===== config.mk =====
export PLATFORM = sky130hd
export DESIGN_NAME = entity_decoder_stream
export DESIGN_NICKNAME = d
export VERILOG_FILES = /design/src/sv/eds_pkg.sv /design/src/sv/eds_front.sv /design/src/sv/eds_queue.sv /design/src/sv/eds_back.sv /design/src/sv/entity_decoder_stream.sv
export SDC_FILE = /design/constraint.sdc
export NUM_CORES = 1
export LEC_CHECK = 0
export BUFFER_PORTS_ARGS = -buffer_cell sky130_fd_sc_hd__buf_2
export CORE_MARGIN = 1
export CORE_UTILIZATION = 40
export CTS_BUF_LIST = sky130_fd_sc_hd__clkbuf_4 sky130_fd_sc_hd__clkbuf_8
export CTS_CLUSTER_SIZE = 25
export DETAILED_ROUTE_END_ITERATION = 10
export GPL_TIMING_DRIVEN = 1
export HOLD_SLACK_MARGIN = 0.12
export SYNTH_ARGS = -nofsm -noshare
export SYNTH_HDL_FRONTEND = slang
export SYNTH_HIERARCHICAL = 1
export SYNTH_SLANG_ARGS = --single-unit
export TNS_END_PERCENT = 30

===== constraint.sdc =====
create_clock -name clock -period 14.4 [get_ports clock]
set_input_delay 2.16 -clock clock [delete_from_list [all_inputs] [get_ports clock]]
set_output_delay 2.16 -clock clock [all_outputs]
set_load 0.03 [all_outputs]

===== src/sv/eds_pkg.sv =====
`default_nettype none
// ----------------------------------------------------------------------------
// eds_pkg: shared types and constants of the entity decoder stream
// Holds the entity table, the byte and job types and the sizes that the
// front, queue and back modules share.
// ----------------------------------------------------------------------------
package eds_pkg;

   localparam int PEND_DEPTH = 6;
   localparam int ENT_COUNT  = 8;
   localparam int ENT_MAXLEN = 7;
   localparam int QDEPTH     = 2;

   typedef logic [7:0] byte_type;
   typedef logic [2:0] count_type;

   localparam byte_type AMP = 8'h26;

   // One unit of output work: some held bytes, then optionally one more byte.
   typedef struct packed {
      byte_type [PEND_DEPTH-1:0] pend;
      count_type                 pcnt;
      byte_type                  tail;
      logic                      tail_en;
      logic                      last;
   } job_type;

   localparam byte_type ENT_TEXT [ENT_COUNT][ENT_MAXLEN] = '{
      '{"&", "t", "a", "b", ";", 8'h00, 8'h00},
      '{"&", "d", "q", "u", "o", "t", ";"},
      '{"&", "q", "u", "o", "t", ";", 8'h00},
      '{"&", "o", "p", "e", "n", ";", 8'h00},
      '{"&", "c", "l", "o", "s", "e", ";"},
      '{"&", "s", "q", "u", "o", "t", ";"},
      '{"&", "c", "o", "m", "m", "a", ";"},
      '{"&", "c", "o", "l", "o", "n", ";"}
   };

   localparam count_type ENT_LEN [ENT_COUNT] = '{
      3'd5, 3'd7, 3'd6, 3'd6, 3'd7, 3'd7, 3'd7, 3'd7
   };

   localparam byte_type ENT_REPL [ENT_COUNT] = '{
      8'h09, 8'h22, 8'h27, 8'h5B, 8'h5D, 8'h27, 8'h2C, 8'h3A
   };

endpackage
`default_nettype wire


===== src/sv/eds_front.sv =====
`default_nettype none
// ----------------------------------------------------------------------------
// eds_front: input side of the entity decoder
// Accepts one byte per cycle while the job queue is not full, tracks the held
// entity prefix and turns each byte into at most one job for the output side.
// ----------------------------------------------------------------------------
module eds_front (
   input  wire logic            clock,
   input  wire logic            reset,
   input  wire logic            req_tvalid,
   output logic                 req_tready,
   input  wire logic [7:0]      req_tdata,
   input  wire logic            req_tlast,
   input  wire logic            q_full,
   output logic                 job_push,
   output eds_pkg::job_type     job
);
   import eds_pkg::*;

   count_type                 cnt_ff, cnt_in;
   logic [ENT_COUNT-1:0]      mask_ff, mask_in;
   byte_type [PEND_DEPTH-1:0] pend_ff;
   logic                      pend_wr;
   count_type                 pend_wr_idx;

   logic [ENT_COUNT-1:0]      hit;
   logic                      full_any, pref_any, accept;
   byte_type                  repl;
   count_type                 cnt_p1;

   assign req_tready = !q_full;
   assign accept     = req_tvalid && !q_full;
   assign cnt_p1     = cnt_ff + 3'd1;

   // Match the new byte against every entity that the held prefix still fits.
   always_comb begin
      full_any = 1'b0;
      pref_any = 1'b0;
      repl     = 8'h00;
      for (int e = 0; e < ENT_COUNT; e++) begin
         hit[e] = mask_ff[e] && (cnt_ff < ENT_LEN[e]) && (ENT_TEXT[e][cnt_ff] == req_tdata);
         if (hit[e] && (ENT_LEN[e] == cnt_p1)) begin
            full_any = 1'b1;
            repl     = repl | ENT_REPL[e];
         end
         if (hit[e] && (ENT_LEN[e] != cnt_p1)) begin
            pref_any = 1'b1;
         end
      end
   end

   always_comb begin
      cnt_in      = cnt_ff;
      mask_in     = mask_ff;
      pend_wr     = 1'b0;
      pend_wr_idx = 3'd0;
      job_push    = 1'b0;
      job.pend    = pend_ff;
      job.pcnt    = 3'd0;
      job.tail    = req_tdata;
      job.tail_en = 1'b1;
      job.last    = req_tlast;
      if (accept) begin
         if (cnt_ff == 3'd0) begin
            if (req_tdata == AMP && !req_tlast) begin
               cnt_in  = 3'd1;
               mask_in = '1;
               pend_wr = 1'b1;
            end else begin
               job_push = 1'b1;
            end
         end else if (full_any) begin
            cnt_in   = 3'd0;
            job.tail = repl;
            job_push = 1'b1;
         end else if (pref_any && cnt_ff < 3'(PEND_DEPTH)) begin
            if (req_tlast) begin
               cnt_in   = 3'd0;
               job.pcnt = cnt_ff;
               job_push = 1'b1;
            end else begin
               cnt_in      = cnt_p1;
               mask_in     = hit;
               pend_wr     = 1'b1;
               pend_wr_idx = cnt_ff;
            end
         end else begin
            // Mismatch: release the held bytes; a new ampersand starts over.
            job.pcnt = cnt_ff;
            job_push = 1'b1;
            if (req_tdata == AMP && !req_tlast) begin
               job.tail_en = 1'b0;
               cnt_in      = 3'd1;
               mask_in     = '1;
               pend_wr     = 1'b1;
            end else begin
               cnt_in = 3'd0;
            end
         end
      end
   end

   always_ff @(posedge clock) begin
      if (reset) begin
         cnt_ff <= 3'd0;
      end else begin
         cnt_ff <= cnt_in;
      end
   end

   always_ff @(posedge clock) begin
      mask_ff <= mask_in;
      if (pend_wr) begin
         pend_ff[pend_wr_idx] <= req_tdata;
      end
   end

endmodule
`default_nettype wire


===== src/sv/eds_queue.sv =====
`default_nettype none
// ----------------------------------------------------------------------------
// eds_queue: short job queue between the front and back
// A two-entry FIFO that lets the input and output sides stall independently.
// ----------------------------------------------------------------------------
module eds_queue (
   input  wire logic             clock,
   input  wire logic             reset,
   input  wire logic             push,
   input  wire eds_pkg::job_type push_job,
   input  wire logic             pop,
   output eds_pkg::job_type      head_job,
   output logic                  full,
   output logic                  empty
);
   import eds_pkg::*;

   localparam int PW = $clog2(QDEPTH);

   job_type          mem_ff [QDEPTH];
   logic [PW-1:0]    wp_ff, rp_ff;
   logic [PW:0]      cnt_ff;

   assign full     = (cnt_ff == (PW+1)'(QDEPTH));
   assign empty    = (cnt_ff == '0);
   assign head_job = mem_ff[rp_ff];

   always_ff @(posedge clock) begin
      if (reset) begin
         wp_ff  <= '0;
         rp_ff  <= '0;
         cnt_ff <= '0;
      end else begin
         if (push) begin
            wp_ff <= (wp_ff == PW'(QDEPTH - 1)) ? '0 : wp_ff + 1'b1;
         end
         if (pop) begin
            rp_ff <= (rp_ff == PW'(QDEPTH - 1)) ? '0 : rp_ff + 1'b1;
         end
         if (push && !pop) begin
            cnt_ff <= cnt_ff + 1'b1;
         end else if (pop && !push) begin
            cnt_ff <= cnt_ff - 1'b1;
         end
      end
   end

   always_ff @(posedge clock) begin
      if (push) begin
         mem_ff[wp_ff] <= push_job;
      end
   end

endmodule
`default_nettype wire


===== src/sv/eds_back.sv =====
`default_nettype none
// ----------------------------------------------------------------------------
// eds_back: output side of the entity decoder
// Walks the head job to the output register one byte per cycle unless stalled.
// ----------------------------------------------------------------------------
module eds_back (
   input  wire logic             clock,
   input  wire logic             reset,
   input  wire eds_pkg::job_type head_job,
   input  wire logic             empty,
   output logic                  pop,
   output logic                  rsp_tvalid,
   input  wire logic             rsp_tready,
   output logic [7:0]            rsp_tdata,
   output logic                  rsp_tlast
);
   import eds_pkg::*;

   count_type idx_ff;
   count_type total;
   logic      is_end, emit;
   byte_type  cur_byte;
   logic      valid_ff;
   byte_type  data_ff;
   logic      last_ff;

   assign total    = head_job.pcnt + {2'b00, head_job.tail_en};
   assign is_end   = (idx_ff == total - 3'd1);
   assign cur_byte = (idx_ff < head_job.pcnt) ? head_job.pend[idx_ff] : head_job.tail;
   assign emit     = !empty && (!valid_ff || rsp_tready);
   assign pop      = emit && is_end;

   assign rsp_tvalid = valid_ff;
   assign rsp_tdata  = data_ff;
   assign rsp_tlast  = last_ff;

   always_ff @(posedge clock) begin
      if (reset) begin
         idx_ff   <= 3'd0;
         valid_ff <= 1'b0;
      end else begin
         if (emit) begin
            idx_ff <= is_end ? 3'd0 : idx_ff + 3'd1;
         end
         if (emit) begin
            valid_ff <= 1'b1;
         end else if (rsp_tready) begin
            valid_ff <= 1'b0;
         end
      end
   end

   always_ff @(posedge clock) begin
      if (emit) begin
         data_ff <= cur_byte;
         last_ff <= head_job.last && is_end;
      end
   end

endmodule
`default_nettype wire


===== src/sv/entity_decoder_stream.sv =====
`default_nettype none
// Output path: a word that yields output goes into the job queue, then the output register.
// Flow: one input word per cycle while the job queue has room and each word yields at
// most one output word; a mismatch that releases held bytes occupies the output one byte
// at a time (up to seven bytes), and the two-entry job queue then backs up req_tready.
// Reset: synchronous, active high; clears the held-prefix count, queue and output.
// ----------------------------------------------------------------------------
// entity_decoder_stream: streaming decoder for eight fixed text entities
// Replaces complete entities such as &tab; or &comma; with single characters
// and passes every other byte through unchanged.
// ----------------------------------------------------------------------------
module entity_decoder_stream (
   input  wire logic       clock,
   input  wire logic       reset,
   // Input stream of encoded text.
   input  wire logic       req_tvalid,
   output logic            req_tready,
   input  wire logic [7:0] req_tdata,   // [7:0] in_byte
   input  wire logic       req_tlast,   // in_last
   // Output stream of decoded text.
   output logic            rsp_tvalid,
   input  wire logic       rsp_tready,
   output logic [7:0]      rsp_tdata,   // [7:0] out_byte
   output logic            rsp_tlast    // out_last
);
   import eds_pkg::*;

   // The front holds up to six bytes that may still become an entity and
   // decides, for each accepted word, what to release: nothing, one byte,
   // or the held bytes followed optionally by the new byte. Each release is
   // one job in the queue.
   job_type push_job, head_job;
   logic    push, pop, q_full, q_empty;

   eds_front u_front (
      .clock      (clock),
      .reset      (reset),
      .req_tvalid (req_tvalid),
      .req_tready (req_tready),
      .req_tdata  (req_tdata),
      .req_tlast  (req_tlast),
      .q_full     (q_full),
      .job_push   (push),
      .job        (push_job)
   );

   // The queue decouples the two sides so that a long release does not stop
   // the front from classifying the next word right away.
   eds_queue u_queue (
      .clock    (clock),
      .reset    (reset),
      .push     (push),
      .push_job (push_job),
      .pop      (pop),
      .head_job (head_job),
      .full     (q_full),
      .empty    (q_empty)
   );

   // The back serializes the head job into the registered output word and
   // marks the final word of a value with tlast.
   eds_back u_back (
      .clock      (clock),
      .reset      (reset),
      .head_job   (head_job),
      .empty      (q_empty),
      .pop        (pop),
      .rsp_tvalid (rsp_tvalid),
      .rsp_tready (rsp_tready),
      .rsp_tdata  (rsp_tdata),
      .rsp_tlast  (rsp_tlast)
   );

endmodule
`default_nettype wire


Word-level counts from Yosys, hierarchy flattened

Memories as Yosys holds them, arrays and structs flattened. A register that Yosys moved wholly into a read port is not among the register bits.
Cells that the tools add are included.

Register bits: 76
Bits in latches: 0
RAM bits: 122
Memory bits (read-only): 512
Bits of input ports: 13
Output and inout bits: 11
Logic and storage cells: 208
Memories kept: 9

Memory list:

| memory          | words | bits a word | rd ports | clocked after memory_dff | wr ports | line            | text |
|---|---|---|---|---|---|---|---|
| u_queue.mem_ff  | 2     | 61          | 1        | 1                        | 1        | eds_queue.sv:20 | `job_type mem_ff [QDEPTH];` |
| (no name shown) | 8     | 8           | 1        | 0                        | 0        | eds_front.sv:41 | `hit[e] = mask_ff[e] && (cnt_ff < ENT_LEN[e]) && (ENT_TEXT[e][cnt_ff] == req_tdata);` |
| (no name shown) | 8     | 8           | 1        | 0                        | 0        | eds_front.sv:41 |  |
| (no name shown) | 8     | 8           | 1        | 0                        | 0        | eds_front.sv:41 |  |
| (no name shown) | 8     | 8           | 1        | 0                        | 0        | eds_front.sv:41 |  |
| (no name shown) | 8     | 8           | 1        | 0                        | 0        | eds_front.sv:41 |  |
| 3 more memories | -     | -           | -        | -                        | -        | -               |  |

Add/subtract/negate cells: 8
$mul: 0
Divide/modulo/power cells: 0
$lt $le $gt $ge: 8
Equality and inequality tests: 20
Shift operators: 0
Muxes and demuxes: 93
Bitwise logic cells: 1
Reduce and logical (&&, ||, !) cells: 54

Operators by type and width:

| operator            | count |
|---|---|
| $mux 8              | 25 |
| $eq 8x8->1          | 8 |
| $bwmux 48           | 1 |
| $mux 3              | 14 |
| $logic_and 1x1->1   | 41 |
| $mux 1              | 39 |
| $mux 6              | 5 |
| $bmux 8 s3          | 1 |
| $demux 8 s3         | 1 |
| $mux 12             | 2 |
| $mux 7              | 2 |
| $eq 3x3->1 const A  | 3 |
| $lt 3x3->1 const B  | 3 |
| $ne 3x3->1 const A  | 3 |
| $eq 8x6->1 const B  | 1 |
| $lt 3x4->1 const B  | 2 |
| $add 3x1->3 const B | 2 |
| $logic_not 1->1     | 6 |
| $ge 4x4->1 const B  | 1 |
| $mux 2              | 2 |
| $mux 4              | 1 |
| $ne 2x2->1 const B  | 2 |
| $not 3->4           | 1 |
| $reduce_bool 2->1   | 2 |
| other kinds (15)    | 16 |

Depth between registers and ports, before layout

Depth after elaboration: 25
Depth in mapped cells: 18
Mapped depth without buffers: 15

Hierarchy

Netlist, hierarchy kept.

By module, submodules not included:

| module    | times used | cells an instance | area each (sq um) | seq. area each (sq um) |
|---|---|---|---|---|
| eds_queue | 1          | 212               | 4,608.2           | 3,763.6 |
| eds_front | 1          | 349               | 3,711.1           | 1,741.7 |
| eds_back  | 1          | 91                | 1,021.0           | 350.3 |

Worst setup path before layout

Ideal clock, no wire load.

Path kind: input-to-reg
From: input port req_tdata[2]
To: memory u_queue/mem_ff[0][0] (netlist bit) (enable)
Library setup time: 0.487 ns
Data arrival time: 7.157 ns
Data required time: 13.913 ns
Setup slack: 6.755 ns
Stages: 11
Path buffers: 2
Cell sequence: buf_4 > xor2_1 > o21ai_1 > a211o_1 > or4_4 > o22ai_1 > or4b_4 > buf_6 > nor2_1 > a211oi_1 > nor2b_1

Word-level cells in the longest chain between the ends: 18
Elaborated cells between the ends (all ways): 58
Those cells by class: 9 x eq/ne; 23 x mux; 26 x reduce/logical

Ends and longest elaborated chain:

| item                             | line                        | text |
|---|---|---|
| from (decl)                      | entity_decoder_stream.sv:18 | `input wire logic [7:0] req_tdata,` |
| $eq 8x8->1                       | eds_front.sv:41             |  |
| $logic_and 1x1->1                | eds_front.sv:41             |  |
| $logic_and 1x1->1                | eds_front.sv:46             | `if (hit[e] && (ENT_LEN[e] != cnt_p1)) begin` |
| $mux 1 (8 in series)             | eds_front.sv:46             |  |
| $logic_and 1x1->1                | eds_front.sv:76             | `end else if (pref_any && cnt_ff < 3'(PEND_DEPTH)) begin` |
| $mux 1                           | eds_front.sv:76             |  |
| $mux 1                           | eds_front.sv:72             | `end else if (full_any) begin` |
| $mux 1 (*)                       | eds_front.sv:64             | `if (cnt_ff == 3'd0) begin` |
| $mux 1 (*)                       | eds_front.sv:63             | `if (accept) begin` |
| net push                         | entity_decoder_stream.sv:33 | `logic push, pop, q_full, q_empty;` |
| $mux 1 (*)                       | eds_queue.sv:49             | `if (push) begin` |
| $mux 1 (implied by the code) (*) | eds_queue.sv:50             | `mem_ff[wp_ff] <= push_job;` |
| to (decl)                        | eds_queue.sv:20             |  |

Mark *: on every way through the listed nets, which the timed path passes. The rest lies on a longest branch.

Worst setup path in the final report

From: input port req_tdata[2]
To: memory u_queue/mem_ff[0][14] (netlist bit) (enable)

The elaborated chain is that of the path after synthesis.

==> parameters.txt <==
Parameter                              Value

Run status
  Outcome ... complete, no violations

Setup path
  Worst path arrival time ... 5.90 ns
  Category of the worst setup path capture point ... flip-flop
  Largest fanout of any net on the critical path ... a little over 60
  Launching element type of the critical path ... input pin
  Type of the setup path with the least slack ... input pin to flip-flop
  Required time at the endpoint of the critical path ... between 10 and 15 ns

Power and ir drop
  Portion of total power attributed to combinational logic ... 24.4%
  Static leakage power ... 3.316 nW
  Fraction of power spent switching nets ... 29.59%
  PwrDens ... about 150 mW/mm^2
  Net Switching ... 0.0004396 W
  Clock power frac ... about a quarter
  Final Power ... about 0.0015 W
  Internal Dissipation ... roughly 0.0010 W
  Highest ir drop seen on vdd ... around 0.000061 V
  Relative contribution of sequential cells to total power ... 51.0%

Place
  Detailed Place HPWL ... ~12 mm
  Post-placement worst setup slack ... a little over 8 ns
  Buffers added on ports ... 23
  Final GP Congestion ... between 0.8 and 0.9

GRT
  Number of global-route vias before repair ... between 5000 and 6000
  Initial antenna violation count ... 0
  Maximum number of pins on one net before global-route repair ... 62
  Global-route usage over all layers ... ~17%
  Grt total ovfl ... 0
  Wire length of the first global-routing pass ... 29.88 mm

Yosys
  Synth area leaders ... sky130_fd_sc_hd__edfxtp_1 60%, sky130_fd_sc_hd__mux2_2 8.4%, sky130_fd_sc_hd__dfxtp_1 2.6%, sky130_fd_sc_hd__a21oi_1 2.3%, sky130_fd_sc_hd__mux4_2 1.9%
  Top flip-flop cell by instance count after synthesis ... sky130_fd_sc_hd__edfxtp_1
  Synthesized area per cell ... between 10 and 15 um^2
  Count of state elements after synthesis ... around 200
  Synth async-reset ratio ... 0%
  Cell Area, Synth ... a little over 0.009 mm^2
  Yosys top cell area share ... about three fifths
  Area leader, netlist ... sky130_fd_sc_hd__edfxtp_1
  Synth Instances ... about 650
  Sequential share of the synthesized area ... between 60% and 70%
  Net count of the mapped netlist ... 679
  Distinct cell type count after synthesis ... between 70 and 80
  Yosys warnings ... 6
  Number of flops mapped to enable cells by yosys ... 187

Worst hold path
  Type of the most critical hold path ... flip-flop to flip-flop

Layout
  Sequential standard cell area ... approximately 0.0059 mm^2
  Utilization after layout ... about 44%
  Antenna diode count ... 0
  Multi-input gate area ... around 0.0031 mm^2
  Number of nets in the finished design ... 684
  Layout overhead on the synthesized area ... 7.167%
  Fraction of layout cells with a size suffix above 1 ... a little under a quarter
  Number of filler instances in the final layout ... roughly 2000

Clock tree
  Clock buffer depth ... 2
  Clock Latency Late Sink ... around 0.46 ns
  Clk root buf ... sky130_fd_sc_hd__clkbuf_8
  Number of CTS-inserted buffers ... 17
  Setup Fix Bufs, Post-CTS ... 0
  Clock tree from TritonCTS ... done
  CTS Hold Bufs ... 0
  Cells resized by post-CTS repair ... 0
  H-tree Lvls ... 4
  Clock-pin transition on the worst setup and hold timing paths ... between 0.1 and 0.15 ns
  Clock Sinks ... between 150 and 200

Drt
  Avg Vias per Cell ... about 5.3
  First-iteration detailed-routing DRC count ... between 300 and 400
  DRT antenna net count ... 0
  DRC violation count after routing ... 0
  Detailed-route wire length per cell ... ~20 um
  Number of optimization iterations in the first detailed-route pass ... 5
  Via total after detailed routing ... 5243
  Routed WL ... 19.32 mm

Floorplanning
  Chip width ... approximately 150 um
  Die height ... between 150 and 200 um
  FP Rows ... 55
  Total Die Area ... ~0.024 mm^2
  I/O Pins ... 24
  Effective utilization at floorplan ... 41.01%
  CORE AREA ... about 0.023 mm^2

STA
  Slew @ Worst Pin ... around 1 ns
  Clock tree skew after final layout ... ~0.017 ns
  Minimum clock period after layout ... 5.816 ns
  Number of max-slew violations in the final report ... 0
  Final Hold Viols ... 0
  Worst setup margin ... roughly 8.6 ns
  Setup repair after global routing missed its margin ... no
  Share of the clock period used by the worst path after layout ... between 40 and 50%
  Number of setup violations in the final report ... 0
  Timing-limited maximum frequency ... roughly 170 MHz
  Worst relative slew slack ... 31.56%
  Post-route setup TNS ... 0 ns

Run
  Max-cap check violation count ... 0
per-layer routing:
metal  routed length [um]  global-route usage, %  up-vias
li1                     -                      -     2486
met1                 8513                  21.03     2600
met2                 9636                  28.87      126
met3                  641                  2.774       31
met4                  525                  7.214        0
met5                    0                      0        -
layout make-up:
type | instances | share of cell area [%]
Clock buffer | 17 | 2.337
Clock inverter | 15 | 1.850
Inverter | 16 | 0.6000
Multi-Input combinational cell | 392 | 31.04
Sequential cell | 199 | 58.51
Tap cell | 313 | 3.913
Timing Repair Buffer | 31 | 1.750
logic make-up after synthesis:
logic type	synth area share [%]
AOI/OAI and AO/OA	7.783
xor gates and xnor gates	3.443
adders and majority gates	1.875
buffers and inverters	4.139
DFF	62.69
muxes	11.12
and+or+nand+nor	8.949
worst max-delay path, stage by stage:
cell	delay (ns)
sky130_fd_sc_hd__buf_2	0.41
sky130_fd_sc_hd__xor2_1	0.33
sky130_fd_sc_hd__o21ai_1	0.09
sky130_fd_sc_hd__a211o_1	0.28
sky130_fd_sc_hd__or4_4	0.52
sky130_fd_sc_hd__o22ai_1	0.31
sky130_fd_sc_hd__or4b_4	0.26
sky130_fd_sc_hd__nor2_1	0.08
sky130_fd_sc_hd__a211oi_1	0.49
sky130_fd_sc_hd__nor2b_4	0.23
sky130_fd_sc_hd__buf_4	0.62
power by group through the flow:
stage	combinational, W	sequential [W]	clock [W]
floorplan	0.000252	0.000796	0
global route	0.000395	0.000766	0.000400
finish	0.000362	0.000758	0.000365
detailed placement	0.000364	0.000773	0
CTS	0.000366	0.000759	0.000376
global placement	0.000360	0.000770	0
cell usage after synthesis (4+ instances only):
master                     instances
sky130_fd_sc_hd__xor2_1           16
sky130_fd_sc_hd__edfxtp_1        187
sky130_fd_sc_hd__and3_1            8
sky130_fd_sc_hd__nand2b_1          9
sky130_fd_sc_hd__a21oi_1          43
sky130_fd_sc_hd__mux2_2           70
sky130_fd_sc_hd__nor2b_1          10
sky130_fd_sc_hd__nor3_1           19
sky130_fd_sc_hd__buf_4            15
sky130_fd_sc_hd__mux2i_1           7
sky130_fd_sc_hd__o21ai_0          13
sky130_fd_sc_hd__nor2_1           32
sky130_fd_sc_hd__xnor2_1          18
sky130_fd_sc_hd__clkbuf_1          8
sky130_fd_sc_hd__a31oi_1           5
sky130_fd_sc_hd__ha_1             14
sky130_fd_sc_hd__and2_1            6
sky130_fd_sc_hd__inv_1            13
sky130_fd_sc_hd__nand3_1           4
sky130_fd_sc_hd__mux4_2            8
sky130_fd_sc_hd__nand2_1          27
sky130_fd_sc_hd__buf_2            13
sky130_fd_sc_hd__dfxtp_1          12
sky130_fd_sc_hd__o22ai_1           4
sky130_fd_sc_hd__buf_6             7
sky130_fd_sc_hd__a22oi_1           8
worst paths after layout:
| kind | from | end | slack, ns | depth (start not counted) |
|---|---|---|---|---|
| setup / recovery | req_tdata[2] | u_queue/mem_ff[0][14]$_DFFE_PP_ | 8.58 | 11 |
| hold reg to reg | u_front/job[35]$_DFFE_PP_ | u_queue/mem_ff[0][35]$_DFFE_PP_ | 0.44 | 0 |
| setup reg to reg | u_front/cnt_ff[1]$_SDFFE_PP0P_ | u_queue/mem_ff[0][14]$_DFFE_PP_ | 9.45 | 13 |
| hold / removal | u_front/job[35]$_DFFE_PP_ | u_queue/mem_ff[0][35]$_DFFE_PP_ | 0.44 | 0 |
state kept, by name, summed over array words and instances (netlist names), named ones only:
| signal | cells |
|---|---|
| u_queue/wp_ff | 1 |
| u_queue/rp_ff | 1 |
| u_queue/cnt_ff | 2 |
| u_front/cnt_ff | 3 |
| u_front/job | 48 |
| u_back/rsp_tdata | 8 |
| u_back/idx_ff | 3 |
| u_back/rsp_tvalid | 1 |
| u_queue/mem_ff | 122 |
| u_front/mask_ff | 8 |
| u_back/rsp_tlast | 1 |
cell usage in the layout, fill, tap and decap left out, types with 4 or more instances in the layout:
cell type / count
sky130_fd_sc_hd__a21oi_1: 43
sky130_fd_sc_hd__a22oi_1: 8
sky130_fd_sc_hd__a31oi_1: 5
sky130_fd_sc_hd__and2_1: 5
sky130_fd_sc_hd__and3_1: 8
sky130_fd_sc_hd__buf_2: 23
sky130_fd_sc_hd__buf_4: 8
sky130_fd_sc_hd__clkbuf_8: 17
sky130_fd_sc_hd__dfxtp_1: 11
sky130_fd_sc_hd__edfxtp_1: 187
sky130_fd_sc_hd__ha_1: 14
sky130_fd_sc_hd__inv_1: 13
sky130_fd_sc_hd__inv_8: 4
sky130_fd_sc_hd__mux2_2: 70
sky130_fd_sc_hd__mux2i_1: 7
sky130_fd_sc_hd__mux4_2: 8
sky130_fd_sc_hd__nand2_1: 27
sky130_fd_sc_hd__nand2b_1: 9
sky130_fd_sc_hd__nand3_1: 4
sky130_fd_sc_hd__nor2_1: 32
sky130_fd_sc_hd__nor2b_1: 9
sky130_fd_sc_hd__nor3_1: 19
sky130_fd_sc_hd__o21ai_0: 13
sky130_fd_sc_hd__o22ai_1: 4
sky130_fd_sc_hd__xnor2_1: 18
sky130_fd_sc_hd__xor2_1: 16
stage by stage:
| stage | std cells | area [um^2] | hold slack (ns) |
|---|---|---|---|
| 2_1_floorplan | 652 | 9340 | 0.4215 |
| 3_3_place_gp | 951 | 9590 | 0.4223 |
| 3_5_place_dp | 951 | 9590 | 0.4307 |
| 4_1_cts | 983 | 10010 | 0.4437 |
| 5_1_grt | 983 | 10010 | 0.4468 |
| 6_report | 983 | 10010 | 0.4424 |
Power figures use the tool's default switching activity.
